File: config.mk
export PLATFORM = sky130hd
export DESIGN_NAME = alternating_bit_endpoint_core
export DESIGN_NICKNAME = d
export VERILOG_FILES = /design/src/hw/rtl/abe_pkg.sv /design/src/hw/rtl/abe_lane.sv /design/src/hw/rtl/abe_merge.sv /design/src/hw/rtl/abe_proto.sv /design/src/hw/rtl/alternating_bit_endpoint_core.sv
export SDC_FILE = /design/constraint.sdc
export NUM_CORES = 1
export LEC_CHECK = 0
export BUFFER_PORTS_ARGS = -buffer_cell sky130_fd_sc_hd__buf_2
export CELL_PAD_IN_SITES_DETAIL_PLACEMENT = 2
export CELL_PAD_IN_SITES_GLOBAL_PLACEMENT = 2
export CORE_MARGIN = 2
export CORE_UTILIZATION = 40
export CTS_CLUSTER_DIAMETER = 120
export DETAILED_ROUTE_END_ITERATION = 8
export GPL_ROUTABILITY_DRIVEN = 0
export HOLD_SLACK_MARGIN = 0.08
export PLACE_DENSITY_LB_ADDON = 0.05
export SYNTH_ARGS = -nofsm -noshare
export SYNTH_HDL_FRONTEND = slang
export SYNTH_SLANG_ARGS = --single-unit
File: constraint.sdc
create_clock -name aclk -period 16.75 [get_ports aclk]
set_input_delay 1.675 -clock aclk [delete_from_list [all_inputs] [get_ports aclk]]
set_output_delay 1.675 -clock aclk [all_outputs]
set_load 0.01 [all_outputs]
File: src/hw/rtl/abe_pkg.sv
package abe_pkg;

    localparam int PL_BYTES = 20;
    localparam int PL_W     = PL_BYTES * 8;
    // signed byte sum over at most PL_BYTES lanes: -2560..2540
    localparam int SUM_W    = 13;
    localparam int NACK_LEN = 17;

    localparam logic [3:0]  NONE_NUM   = 4'hB;
    localparam logic [31:0] NONE_NUM32 = 32'hFFFF_FFFB;

    typedef enum logic [1:0] {
        CMD_MSG     = 2'd0,
        CMD_PKT     = 2'd1,
        CMD_TIMEOUT = 2'd2,
        CMD_NOP     = 2'd3
    } cmd_t;

    typedef enum logic [1:0] {
        PT_DATA     = 2'd0,
        PT_ACK      = 2'd1,
        PT_DATA_ACK = 2'd2,
        PT_IGNORE   = 2'd3
    } pkt_type_t;

    typedef enum logic [1:0] {
        KIND_NONE    = 2'd0,
        KIND_TX      = 2'd1,
        KIND_DELIVER = 2'd2,
        KIND_DROP    = 2'd3
    } kind_t;

    typedef enum logic [1:0] {
        TMR_NONE  = 2'd0,
        TMR_START = 2'd1,
        TMR_STOP  = 2'd2,
        TMR_RSVD  = 2'd3
    } timer_t;

    // "dummy nack packet"
    localparam logic [7:0] NACK_TEXT [NACK_LEN] = '{
        8'h64, 8'h75, 8'h6d, 8'h6d, 8'h79, 8'h20, 8'h6e, 8'h61, 8'h63,
        8'h6b, 8'h20, 8'h70, 8'h61, 8'h63, 8'h6b, 8'h65, 8'h74
    };

    // item held between the byte-lane stage and the protocol stage
    typedef struct packed {
        logic [1:0]          cmd;
        logic [1:0]          ptype;
        logic signed [23:0]  seq;
        logic signed [23:0]  ack;
        logic [31:0]         check;
        logic [PL_W-1:0]     payload;
        logic signed [SUM_W-1:0] sum;
    } stage_t;

    typedef struct packed {
        logic [1:0]      kind;
        logic [1:0]      ptype;
        logic [3:0]      seq;
        logic [3:0]      ack;
        logic [31:0]     check;
        logic [PL_W-1:0] payload;
        logic [1:0]      timer;
    } result_t;

    function automatic logic [PL_W-1:0] nack_payload(input int nbytes);
        logic [PL_W-1:0] p;
        p = '0;
        for (int i = 0; i < NACK_LEN; i++) begin
            if (i < nbytes) begin
                p[i*8 +: 8] = NACK_TEXT[i];
            end
        end
        return p;
    endfunction

    function automatic logic [31:0] nack_sum(input int nbytes);
        logic [31:0] s;
        s = '0;
        for (int i = 0; i < NACK_LEN; i++) begin
            if (i < nbytes) begin
                s = s + {24'd0, NACK_TEXT[i]};
            end
        end
        return s;
    endfunction

endpackage

File: src/hw/rtl/abe_lane.sv
module abe_lane
    import abe_pkg::*;
(
    input  logic [7:0]        byte_in,
    input  logic              alive_in,
    output logic              alive_out,
    output logic [7:0]        byte_out,
    output logic signed [8:0] value_out
);

    // a lane stays live only while every byte before it and itself is nonzero
    assign alive_out = alive_in & (|byte_in);
    assign byte_out  = alive_out ? byte_in : 8'd0;
    assign value_out = alive_out ? $signed({byte_in[7], byte_in}) : 9'sd0;

endmodule

File: src/hw/rtl/abe_merge.sv
module abe_merge
    import abe_pkg::*;
#(
    parameter int NUM_LANES = 20
) (
    input  logic [PL_W-1:0]         payload_in,
    output logic [PL_W-1:0]         payload_out,
    output logic signed [SUM_W-1:0] sum_out
);

    logic                alive [NUM_LANES+1];
    logic [7:0]          lane_byte [NUM_LANES];
    logic signed [8:0]   lane_val [NUM_LANES];

    // five-level adder tree; leaves past the last lane stay zero
    logic signed [SUM_W-1:0] lvl0 [32];
    logic signed [SUM_W-1:0] lvl1 [16];
    logic signed [SUM_W-1:0] lvl2 [8];
    logic signed [SUM_W-1:0] lvl3 [4];
    logic signed [SUM_W-1:0] lvl4 [2];

    assign alive[0] = 1'b1;

    for (genvar i = 0; i < NUM_LANES; i++) begin : g_lane
        abe_lane u_lane (
            .byte_in   (payload_in[i*8 +: 8]),
            .alive_in  (alive[i]),
            .alive_out (alive[i+1]),
            .byte_out  (lane_byte[i]),
            .value_out (lane_val[i])
        );
    end

    always_comb begin
        payload_out = '0;
        for (int i = 0; i < NUM_LANES; i++) begin
            payload_out[i*8 +: 8] = lane_byte[i];
        end
        for (int i = 0; i < 32; i++) begin
            lvl0[i] = '0;
        end
        for (int i = 0; i < NUM_LANES; i++) begin
            lvl0[i] = SUM_W'(lane_val[i]);
        end
        for (int i = 0; i < 16; i++) begin
            lvl1[i] = lvl0[2*i] + lvl0[2*i+1];
        end
        for (int i = 0; i < 8; i++) begin
            lvl2[i] = lvl1[2*i] + lvl1[2*i+1];
        end
        for (int i = 0; i < 4; i++) begin
            lvl3[i] = lvl2[2*i] + lvl2[2*i+1];
        end
        for (int i = 0; i < 2; i++) begin
            lvl4[i] = lvl3[2*i] + lvl3[2*i+1];
        end
        sum_out = lvl4[0] + lvl4[1];
    end

endmodule

File: src/hw/rtl/abe_proto.sv
module abe_proto
    import abe_pkg::*;
#(
    parameter int NUM_LANES = 20
) (
    input  logic    aclk,
    input  logic    aresetn,
    input  logic    en,
    input  logic    st_valid,
    input  stage_t  st,
    output logic    out_valid,
    output result_t res
);

    localparam logic [PL_W-1:0] NACK_PAYLOAD = nack_payload(NUM_LANES);
    localparam logic [31:0]     NACK_SUM     = nack_sum(NUM_LANES);

    logic send_bit_reg, send_bit_next;
    logic awaiting_reg, awaiting_next;
    logic expect_reg, expect_next;
    logic piggy_valid_reg, piggy_valid_next;
    logic piggy_ack_reg, piggy_ack_next;
    logic out_valid_reg;
    result_t res_reg, res_next;

    logic [1:0]      saved_type_reg;
    logic            saved_seq_reg;
    logic [3:0]      saved_ack_reg;
    logic [31:0]     saved_check_reg;
    logic [PL_W-1:0] saved_payload_reg;
    logic            save_en;

    logic [31:0] sum32;
    logic [31:0] rx_check;
    logic [31:0] tx_ack32;
    logic [31:0] tx_check;
    logic [31:0] nack_check;
    logic        check_ok;
    logic        seq_match;
    logic        ack_match;
    logic        step;

    assign step  = st_valid & en;
    assign sum32 = {{(32-SUM_W){st.sum[SUM_W-1]}}, st.sum};

    assign rx_check = {30'd0, st.ptype} + {{8{st.seq[23]}}, st.seq}
                    + {{8{st.ack[23]}}, st.ack} + sum32;
    assign check_ok  = (rx_check == st.check);
    assign seq_match = (st.seq == {23'd0, expect_reg});
    assign ack_match = (st.ack == {23'd0, send_bit_reg});

    assign tx_ack32 = piggy_valid_reg ? {31'd0, piggy_ack_reg} : NONE_NUM32;
    assign tx_check = (piggy_valid_reg ? 32'd2 : 32'd0) + {31'd0, send_bit_reg}
                    + tx_ack32 + sum32;
    assign nack_check = 32'd1 + NONE_NUM32 + {31'd0, ~expect_reg} + NACK_SUM;

    always_comb begin
        send_bit_next    = send_bit_reg;
        awaiting_next    = awaiting_reg;
        expect_next      = expect_reg;
        piggy_valid_next = piggy_valid_reg;
        piggy_ack_next   = piggy_ack_reg;
        save_en          = 1'b0;
        res_next         = '0;
        res_next.kind    = KIND_NONE;
        res_next.timer   = TMR_NONE;

        case (cmd_t'(st.cmd))
            CMD_MSG: begin
                if (awaiting_reg) begin
                    res_next.kind = KIND_DROP;
                end else begin
                    res_next.kind    = KIND_TX;
                    res_next.ptype   = piggy_valid_reg ? PT_DATA_ACK : PT_DATA;
                    res_next.seq     = {3'd0, send_bit_reg};
                    res_next.ack     = tx_ack32[3:0];
                    res_next.check   = tx_check;
                    res_next.payload = st.payload;
                    res_next.timer   = TMR_START;
                    save_en          = 1'b1;
                    awaiting_next    = 1'b1;
                end
            end
            CMD_PKT: begin
                if (!check_ok) begin
                    res_next.kind    = KIND_TX;
                    res_next.ptype   = PT_ACK;
                    res_next.seq     = NONE_NUM;
                    res_next.ack     = {3'd0, ~expect_reg};
                    res_next.check   = nack_check;
                    res_next.payload = NACK_PAYLOAD;
                    piggy_valid_next = 1'b0;
                end else begin
                    if (st.ptype == PT_DATA || st.ptype == PT_DATA_ACK) begin
                        if (!seq_match) begin
                            res_next.kind    = KIND_TX;
                            res_next.ptype   = PT_ACK;
                            res_next.seq     = NONE_NUM;
                            res_next.ack     = {3'd0, ~expect_reg};
                            res_next.check   = nack_check;
                            res_next.payload = NACK_PAYLOAD;
                            piggy_valid_next = 1'b0;
                        end else begin
                            res_next.kind    = KIND_DELIVER;
                            res_next.payload = st.payload;
                            piggy_valid_next = 1'b1;
                            piggy_ack_next   = expect_reg;
                            expect_next      = ~expect_reg;
                        end
                    end
                    // ack half of a combined frame can stop the timer even after a nack
                    if ((st.ptype == PT_ACK || st.ptype == PT_DATA_ACK)
                        && awaiting_reg && ack_match) begin
                        res_next.timer = TMR_STOP;
                        awaiting_next  = 1'b0;
                        send_bit_next  = ~send_bit_reg;
                    end
                end
            end
            CMD_TIMEOUT: begin
                res_next.kind    = KIND_TX;
                res_next.ptype   = saved_type_reg;
                res_next.seq     = {3'd0, saved_seq_reg};
                res_next.ack     = saved_ack_reg;
                res_next.check   = saved_check_reg;
                res_next.payload = saved_payload_reg;
                res_next.timer   = TMR_START;
            end
            default: begin
            end
        endcase
    end

    always_ff @(posedge aclk) begin
        if (!aresetn) begin
            send_bit_reg    <= 1'b0;
            awaiting_reg    <= 1'b0;
            expect_reg      <= 1'b0;
            piggy_valid_reg <= 1'b0;
            piggy_ack_reg   <= 1'b0;
            out_valid_reg   <= 1'b0;
        end else begin
            if (en) begin
                out_valid_reg <= st_valid;
            end
            if (step) begin
                send_bit_reg    <= send_bit_next;
                awaiting_reg    <= awaiting_next;
                expect_reg      <= expect_next;
                piggy_valid_reg <= piggy_valid_next;
                piggy_ack_reg   <= piggy_ack_next;
            end
        end
    end

    always_ff @(posedge aclk) begin
        if (en) begin
            res_reg <= res_next;
        end
        if (step && save_en) begin
            saved_type_reg    <= res_next.ptype;
            saved_seq_reg     <= send_bit_reg;
            saved_ack_reg     <= res_next.ack;
            saved_check_reg   <= res_next.check;
            saved_payload_reg <= res_next.payload;
        end
    end

    assign out_valid = out_valid_reg;
    assign res       = res_reg;

endmodule

File: src/hw/rtl/alternating_bit_endpoint_core.sv
// channel   direction  handshake          payload
// s_*       in         s_valid / s_ready  command, pkt_type, seq/ack numbers, checksum, payload
// m_*       out        m_valid / m_ready  result kind, frame header, payload, timer command
//
// One item per cycle sustained while m_ready is high; each item is registered in stage 1, then stage 2.
// Stage 1 registers the item after the byte lanes and their adder tree; stage 2 checks
// the checksum, updates the link state and registers the result.
// aresetn (synchronous) clears both stage valids and the link state; the saved frame
// is not reset. With m_ready low the output holds, stage 1 fills, then s_ready drops.
module alternating_bit_endpoint_core
    import abe_pkg::*;
#(
    parameter int PAYLOAD_BYTES = 20
) (
    input  logic               aclk,
    input  logic               aresetn,

    input  logic               s_valid,
    output logic               s_ready,
    input  logic [1:0]         s_command,
    input  logic [1:0]         s_pkt_type,
    input  logic signed [23:0] s_seq_num,
    input  logic signed [23:0] s_ack_num,
    input  logic signed [31:0] s_check_in,
    input  logic [63:0]        s_payload_lo,
    input  logic [63:0]        s_payload_mid,
    input  logic [31:0]        s_payload_hi,

    output logic               m_valid,
    input  logic               m_ready,
    output logic [1:0]         m_result_kind,
    output logic [1:0]         m_out_type,
    output logic signed [3:0]  m_out_seq,
    output logic signed [3:0]  m_out_ack,
    output logic signed [31:0] m_out_check,
    output logic [63:0]        m_out_payload_lo,
    output logic [63:0]        m_out_payload_mid,
    output logic [31:0]        m_out_payload_hi,
    output logic [1:0]         m_timer_cmd
);

    localparam int NUM_LANES = (PAYLOAD_BYTES < PL_BYTES) ? PAYLOAD_BYTES : PL_BYTES;

    logic                    en;
    logic                    st1_valid_reg;
    stage_t                  st1_reg;
    stage_t                  st1_next;
    logic [PL_W-1:0]         lane_payload;
    logic signed [SUM_W-1:0] lane_sum;
    result_t                 res;

    assign en      = !m_valid || m_ready;
    assign s_ready = en || !st1_valid_reg;

    abe_merge #(
        .NUM_LANES (NUM_LANES)
    ) u_merge (
        .payload_in  ({s_payload_hi, s_payload_mid, s_payload_lo}),
        .payload_out (lane_payload),
        .sum_out     (lane_sum)
    );

    always_comb begin
        st1_next.cmd     = s_command;
        st1_next.ptype   = s_pkt_type;
        st1_next.seq     = s_seq_num;
        st1_next.ack     = s_ack_num;
        st1_next.check   = s_check_in;
        st1_next.payload = lane_payload;
        st1_next.sum     = lane_sum;
    end

    always_ff @(posedge aclk) begin
        if (!aresetn) begin
            st1_valid_reg <= 1'b0;
        end else if (s_ready) begin
            st1_valid_reg <= s_valid;
        end
    end

    always_ff @(posedge aclk) begin
        if (s_ready && s_valid) begin
            st1_reg <= st1_next;
        end
    end

    abe_proto #(
        .NUM_LANES (NUM_LANES)
    ) u_proto (
        .aclk      (aclk),
        .aresetn   (aresetn),
        .en        (en),
        .st_valid  (st1_valid_reg),
        .st        (st1_reg),
        .out_valid (m_valid),
        .res       (res)
    );

    assign m_result_kind     = res.kind;
    assign m_out_type        = res.ptype;
    assign m_out_seq         = res.seq;
    assign m_out_ack         = res.ack;
    assign m_out_check       = res.check;
    assign m_out_payload_lo  = res.payload[63:0];
    assign m_out_payload_mid = res.payload[127:64];
    assign m_out_payload_hi  = res.payload[159:128];
    assign m_timer_cmd       = res.timer;

    a_drop_is_bare: assert property (@(posedge aclk) disable iff (!aresetn)
        m_valid && m_result_kind == KIND_DROP |->
            m_timer_cmd == TMR_NONE && m_out_payload_lo == 64'd0 && m_out_check == 32'd0)
        else $error("dropped message carries frame or timer data");

    a_deliver_no_header: assert property (@(posedge aclk) disable iff (!aresetn)
        m_valid && m_result_kind == KIND_DELIVER |->
            m_out_type == PT_DATA && m_out_check == 32'd0 && m_timer_cmd != TMR_START)
        else $error("delivered item carries a transmit header");

    a_stage_holds: assert property (@(posedge aclk) disable iff (!aresetn)
        st1_valid_reg && m_valid && !m_ready |=> st1_valid_reg && $stable(st1_reg))
        else $error("stage 1 item lost during output stall");

    a_start_only_on_tx: assert property (@(posedge aclk) disable iff (!aresetn)
        m_valid && m_timer_cmd == TMR_START |-> m_result_kind == KIND_TX)
        else $error("timer start without a transmitted frame");

endmodule
==> summary.txt, run 1 <==
Floorplan
  • Die area: slightly above 90000 sq um
  • CORE AREA: around 89000 sq um
  • Die Height: 303.5 microns
  • Initial core utilization: 0.4047
  • IO Pins: 456
  • Die W: ~300 microns
  • Row Count: 109

Timing
  • Setup Total Neg Slack: 0 ns
  • Rel. slew slack: 0.2932
  • Final Max Slew Viols: 0
  • Worst Slack Setup Final: 5.404 ns
  • RSZ-0062 raised after global routing: false
  • Final Hold Fails: 0
  • Fin crit period: 11.35 ns
  • FMAX: ~0.09 GHz
  • Period utilization: 0.6774
  • Final-report setup violation count: 0
  • Worst Skew: about 0.019 ns
  • Actual slew at the worst max-slew pin: 1.060 ns

Synthesis
  • Seq/Total Area, Yosys: 0.5563
  • YS warnings: 0
  • Synth top area share: 0.5524
  • Cell taking the most area after synthesis: edfxtp_1
  • Mapped Nets: around 3500
  • Post-synth cell types: 82
  • Post-synthesis cell area: 35880 sq um
  • Main synth FF type: edfxtp_1
  • Synth top area cells: edfxtp_1 (55%), fa_1 (6.8%), ha_1 (5.2%)
  • Ys async rst share: 0
  • #FFs+latches synth: 667
  • Post-synth EDFFs: 660
  • Avg Inst Size Synth: between 10 and 15 sq um
  • Post-Synthesis Cells: approximately 3000

Setup path
  • Worst setup EP type: flop
  • Worst Reg2Reg Path Length in Cells: 23
  • RR Endpoint: u_proto.saved_payload_reg[0]
  • Critical path class: in2reg
  • FF-to-FF setup slack: 8.56 ns
  • CP max stage cell: a21boi_1
  • Worst path required time: roughly 17 ns
  • Most frequent CP cell: fa_1
  • Worst path bufs/invs: 6
  • Crit-path max cell delay: 0.82 ns
  • Largest delay contributor family on the critical path: compound AO/OA/AOI/OAI gates
  • Crit start category: input pin
  • Crit path DAT: 11.73 ns
  • Crit path from: s_payload_lo[1]
  • Crit-path max FO: 35
  • Worst R2R Start: st1_reg[229]

Placement
  • Placement-stage worst setup slack: 4.903 ns
  • Post-DP HPWL: 92.33 mm
  • Placed insts: around 4400
  • Post-Place Cell Area: 39220 sq um
  • Port Buffers: 454

Clock network
  • Post_cts resized: 0
  • H-Tree Depth: 3
  • CTS sink count: approximately 670
  • Reg clk slew, reported paths: roughly 0.060 ns
  • Clk_lat worst skew: 0.64 ns
  • Setup repair bufs after CTS: 0
  • CTS Hold Bufs: 0
  • CTS Root Cell: clkbuf_16
  • Longest Clk Path Bufs: 3
  • CTS tree: built
  • TritonCTS Buffers: 78

Hold path
  • Hold Crit Endpoint: u_proto.piggy_ack_reg
  • Hold depth: 2
  • Worst hold start: u_proto.piggy_ack_reg
  • Hold Crit Class: reg2reg

Drt
  • Via count: approximately 26000
  • Detailed Route Iter0 Violations: approximately 2000
  • DR vias/cell: 5.653
  • WL met3: roughly 6.3 mm
  • First-pass DRT Iterations: 7
  • Top layer in use: met5
  • Drt drc: 0
  • Routed met1 length: 52.39 mm
  • Wire per inst: roughly 27 microns
  • Total routed wirelength: 125.6 mm
  • Post-route ant nets: 0
  • Routed met2 length: 62.73 mm

Flow run
  • Max_cap viols: 0

Finish
  • Area of the multi-input gates: 14500 sq um
  • Max reg flops: 257
  • Non-Filler Instances: about 4600
  • Area grow syn2layout: 16.47%
  • Finished Core Util: 0.4714
  • Fill count: 8939
  • Cell area after layout: 41790 sq um
  • Sequential cell area: 19960 sq um
  • Nets: ~3900
  • Layout cell share with drive strength beyond 1: 0.1878

Global routing
  • Largest net degree at the start of global routing: 149
  • Vias in the first global route: 28420
  • Antenna violations before repair: 14
  • Tot GR Track Use: 0.2692
  • Global route overflow: 0
  • First-pass GRT wire length: 184.3 mm

Power and ir drop
  • Static Leak: 16.72 nW
  • PwrDens: 229.5 nW/um^2
  • Max rail drop VDD: 602.6 uV

Status
  • Status: finished clean
[tightest hold or removal path, stage by stage (launching register included)]
cell and delay (ns):
dfxtp_1 0.31, nand2_1 0.06, mux2i_1 0.07
[synth_stat cells, types with 4 or more instances]
master	instances
clkbuf_1	132
a22oi_1	174
o2111ai_1	4
inv_1	213
nor2b_1	28
buf_6	4
a21o_1	46
xor2_1	45
nand4_1	25
nand2b_1	21
buf_2	12
nand2_2	20
a211o_1	4
o21ai_0	103
nor4_1	60
nor2_1	84
mux2i_1	8
o21ai_1	21
o21bai_1	42
o21a_1	13
xnor2_1	97
or3_1	6
and4_1	7
nor3_1	25
fa_1	121
nand2_1	141
and3_1	79
dfxtp_1	7
o22ai_1	6
nand3_1	124
edfxtp_1	660
ha_1	150
and2_1	242
or4_1	5
nor3b_1	5
a21oi_1	120
a31oi_1	13
a31o_2	5
[final cells by class]
type	count	share of cell area
Clock buffer	96	0.04959
Tap cell	1165	0.03488
Sequential cell	667	0.4776
Antenna cell	8	0.0004791
Timing Repair Buffer	480	0.05935
Multi-Input combinational cell	1902	0.3471
Inverter	215	0.01949
Clock inverter	43	0.01147
[routing by layer]
layer | up-vias | GRT usage
li1 | 11520 | -
met1 | 13370 | 0.3475
met2 | 774 | 0.4647
met3 | 201 | 0.03969
met4 | 4 | 0.08824
met5 | - | 0
[power breakdown]
group          leakage [nW]  internal [mW]  switching [mW]
combinational          8.81           2.25            3.26
clock                  1.24           1.03           0.711
sequential             6.68           2.25          0.0834
total                  16.7           5.53            4.06
[worst max path at each step]
stage | endpoint | slack [ns] | cells after the start
final | st1_reg[12] | 5.40 | 33
after detailed placement | st1_reg[12] | 4.90 | 33
after global routing | st1_reg[12] | 4.84 | 33
after CTS | st1_reg[12] | 5.50 | 33
after global placement | st1_reg[12] | 5.55 | 33
after floorplan | u_proto.saved_ack_reg[0] | 1.12 | 4
[through the flow]
step           hold WS (ns)  power (mW)
2_1_floorplan        0.4347       6.183
3_3_place_gp         0.4462       7.383
3_5_place_dp         0.4983       7.836
4_1_cts              0.5069       9.651
5_1_grt              0.5240       10.23
6_report             0.4978       9.590
[placed cells by master (no fill, tap or decap), types with 80 or more instances in the layout]
cell / instances
and2_1: 241
clkbuf_16: 80
fa_1: 121
nand2_1: 141
ha_1: 150
inv_1: 212
edfxtp_1: 660
xnor2_1: 97
buf_2: 454
a22oi_1: 174
nand3_1: 124
a21oi_1: 120
nor2_1: 80
o21ai_0: 103
[kinds of logic after synthesis]
family,count (synthesis),share of synthesized area
simple gates,884,0.1355
flops,667,0.5563
compound gates,594,0.1089
buf+inv,370,0.04150
fa+ha+maj,271,0.1198
xor+xnor,143,0.03533
mux,9,0.002546
other cells,1,0.0001045
Note: power is estimated with default switching activity, not from simulation.
==> run 2, diff against run 1 <==
--- a/config.mk
+++ b/config.mk
@@ -9,7 +9,7 @@
 export CELL_PAD_IN_SITES_DETAIL_PLACEMENT = 2
 export CELL_PAD_IN_SITES_GLOBAL_PLACEMENT = 2
 export CORE_MARGIN = 2
-export CORE_UTILIZATION = 40
+export CORE_UTILIZATION = 36
 export CTS_CLUSTER_DIAMETER = 120
 export DETAILED_ROUTE_END_ITERATION = 8
 export GPL_ROUTABILITY_DRIVEN = 0
==> constraint.sdc (replaced) <==
create_clock -name aclk -period 9.1 [get_ports aclk]
set_input_delay 0.91 -clock aclk [delete_from_list [all_inputs] [get_ports aclk]]
set_output_delay 0.91 -clock aclk [all_outputs]
set_load 0.01 [all_outputs]
==> run 2 against run 1 <==
Effect of this change:
- clock-buffer cell count down 6
- wire length up 2.2%
- via count about the same
- global-route usage down 2.0 points
- core utilization down 3.9 points
- critical path type unchanged
- critical endpoint unchanged
- highest routed layer unchanged
==> summary.txt, run 2 (synthesized netlist as in run 1, its figures left out) <==
Setup path
  • Most frequent CP cell: fa_1
  • Crit-path max cell delay: 0.88 ns
  • Worst path required time: 9.50 ns
  • Critical path class: in2reg
  • Worst setup EP type: flop
  • Crit path DAT: 8.91 ns
  • FF-to-FF setup slack: around 0.70 ns
  • Crit-path max FO: 4
  • Crit start category: input pin
  • CP max stage cell: nor4_1

Timing
  • Final Hold Fails: 0
  • Final-report setup violation count: 0
  • Actual slew at the worst max-slew pin: 1.162 ns
  • Worst Skew: between 0.01 and 0.015 ns
  • Fin crit period: 8.508 ns
  • Rel. slew slack: 0.2254
  • RSZ-0062 raised after global routing: false
  • Period utilization: 0.9349
  • FMAX: 0.1175 GHz
  • Final Max Slew Viols: 0

Floorplan
  • Die W: 319.7 microns
  • IO Pins: about 460
  • Initial core utilization: 0.3640
  • Die area: 102200 sq um
  • Row Count: ~120
  • CORE AREA: 98560 sq um
  • Die Height: 319.7 microns

Drt
  • DR vias/cell: 5.429
  • Drt drc: 0
  • Via count: 25875
  • Post-route ant nets: 0
  • Total routed wirelength: approximately 130 mm
  • Wire per inst: 26.94 microns
  • Detailed Route Iter0 Violations: 1506
  • First-pass DRT Iterations: 7

Power and ir drop
  • Switching power: roughly 7.7 mW
  • Clk pwr share: 0.175
  • Switching share of total power: 0.3958
  • Part of the power in registers: 0.221
  • PwrDens: 457.2 nW/um^2
  • Max rail drop VDD: ~1100 uV
  • Internal cell power: around 12 mW
  • Combinational power share: 0.604
  • Total Power: 19.48 mW
  • Static Leak: 17.10 nW

Clock network
  • Reg clk slew, reported paths: approximately 0.060 ns
  • CTS Root Cell: clkbuf_16
  • CTS sink count: 667
  • Setup repair bufs after CTS: 0
  • H-Tree Depth: 3
  • Longest Clk Path Bufs: 3
  • CTS tree: built
  • Post_cts resized: 0
  • TritonCTS Buffers: 79
  • Clk_lat worst skew: approximately 0.66 ns
  • CTS Hold Bufs: 0

Global routing
  • Largest net degree at the start of global routing: about 110
  • Global route overflow: 0
  • Vias in the first global route: 28728
  • First-pass GRT wire length: 190.8 mm
  • Antenna violations before repair: 11
  • Tot GR Track Use: 0.2492

Finish
  • Max reg flops: ~260
  • Commonest non-fill, non-tap cell in the layout: edfxtp_1
  • Area grow syn2layout: 18.76%
  • Nets: 3925
  • Most frequent cells in the layout: edfxtp_1 (660), buf_2 (454), and2_1 (241)
  • Finished Core Util: 0.4323
  • Layout cell share with drive strength beyond 1: 0.2063

Placement
  • Post-DP HPWL: 94.37 mm
  • Port Buffers: 454

Hold path
  • Hold Crit Class: in2reg

Status
  • Status: finished clean

Flow run
  • Max_cap viols: 0
run 2: layer usage:
layer / vias to the layer above / share of wire / track usage
met5: - / 0.00012 / 0
met3: 169 / 0.039 / 0.03704
li1: 11654 / - / -
met1: 13457 / 0.43 / 0.3182
met4: 2 / 0.027 / 0.06929
met2: 593 / 0.51 / 0.4388
run 2: area by class of cell:
class / count / area (sq um)
clock buffer: 90 / 2039
sequential: 667 / 19960
timing repair buffer: 541 / 2963
tap: 1287 / 1610
fill: 10006 / 55960
clock inverter: 55 / 698.2
multi-input combinational: 1902 / 14500
antenna: 9 / 22.52
inverter: 215 / 810.8
run 2: power by group through the flow:
stage	sequential (mW)	combinational [mW]	clock, mW
global route	4.32	13.1	3.59
global placement	4.35	11.2	0
CTS	4.31	11.9	3.50
detailed placement	4.37	11.8	0
floorplan	4.37	7.01	0
finish	4.30	11.8	3.41
run 2: critical path: cells and delay by family:
| kind | cells | cell delay [ns] |
|---|---|---|
| adder cells (fa/ha/maj) | 8 | 3.48 |
| AND/OR/NAND/NOR | 8 | 1.86 |
| AO/OA/AOI/OAI | 9 | 1.73 |
| buffers and inverters | 4 | 0.54 |
| XOR/XNOR | 2 | 0.37 |
run 2: worst paths after layout:
check                        start                    end  depth (start not counted)
max               s_payload_lo[11]            st1_reg[12]                         31
min                  s_ack_num[17]           st1_reg[222]                          1
max reg2reg           st1_reg[229]        u_proto.res[84]                         22
min reg2reg  u_proto.piggy_ack_reg  u_proto.piggy_ack_reg                          2
run 2: stage by stage:
| stage | instances | area [sq um] | TNS, ns | hold slack, ns | setup WS, ns |
|---|---|---|---|---|---|
| floorplan | 2939 | 35890 | 0 | 0.4347 | 0.9486 |
| global placement | 4612 | 39850 | 0 | 0.4486 | 0.1460 |
| detailed placement | 4612 | 39850 | -0.09553 | 0.4611 | -0.04780 |
| CTS | 4757 | 42580 | 0 | 0.3660 | 0.6315 |
| global route | 4762 | 42600 | 0 | 0.3902 | 0.2648 |
| finish | 4766 | 42610 | 0 | 0.4240 | 0.5922 |
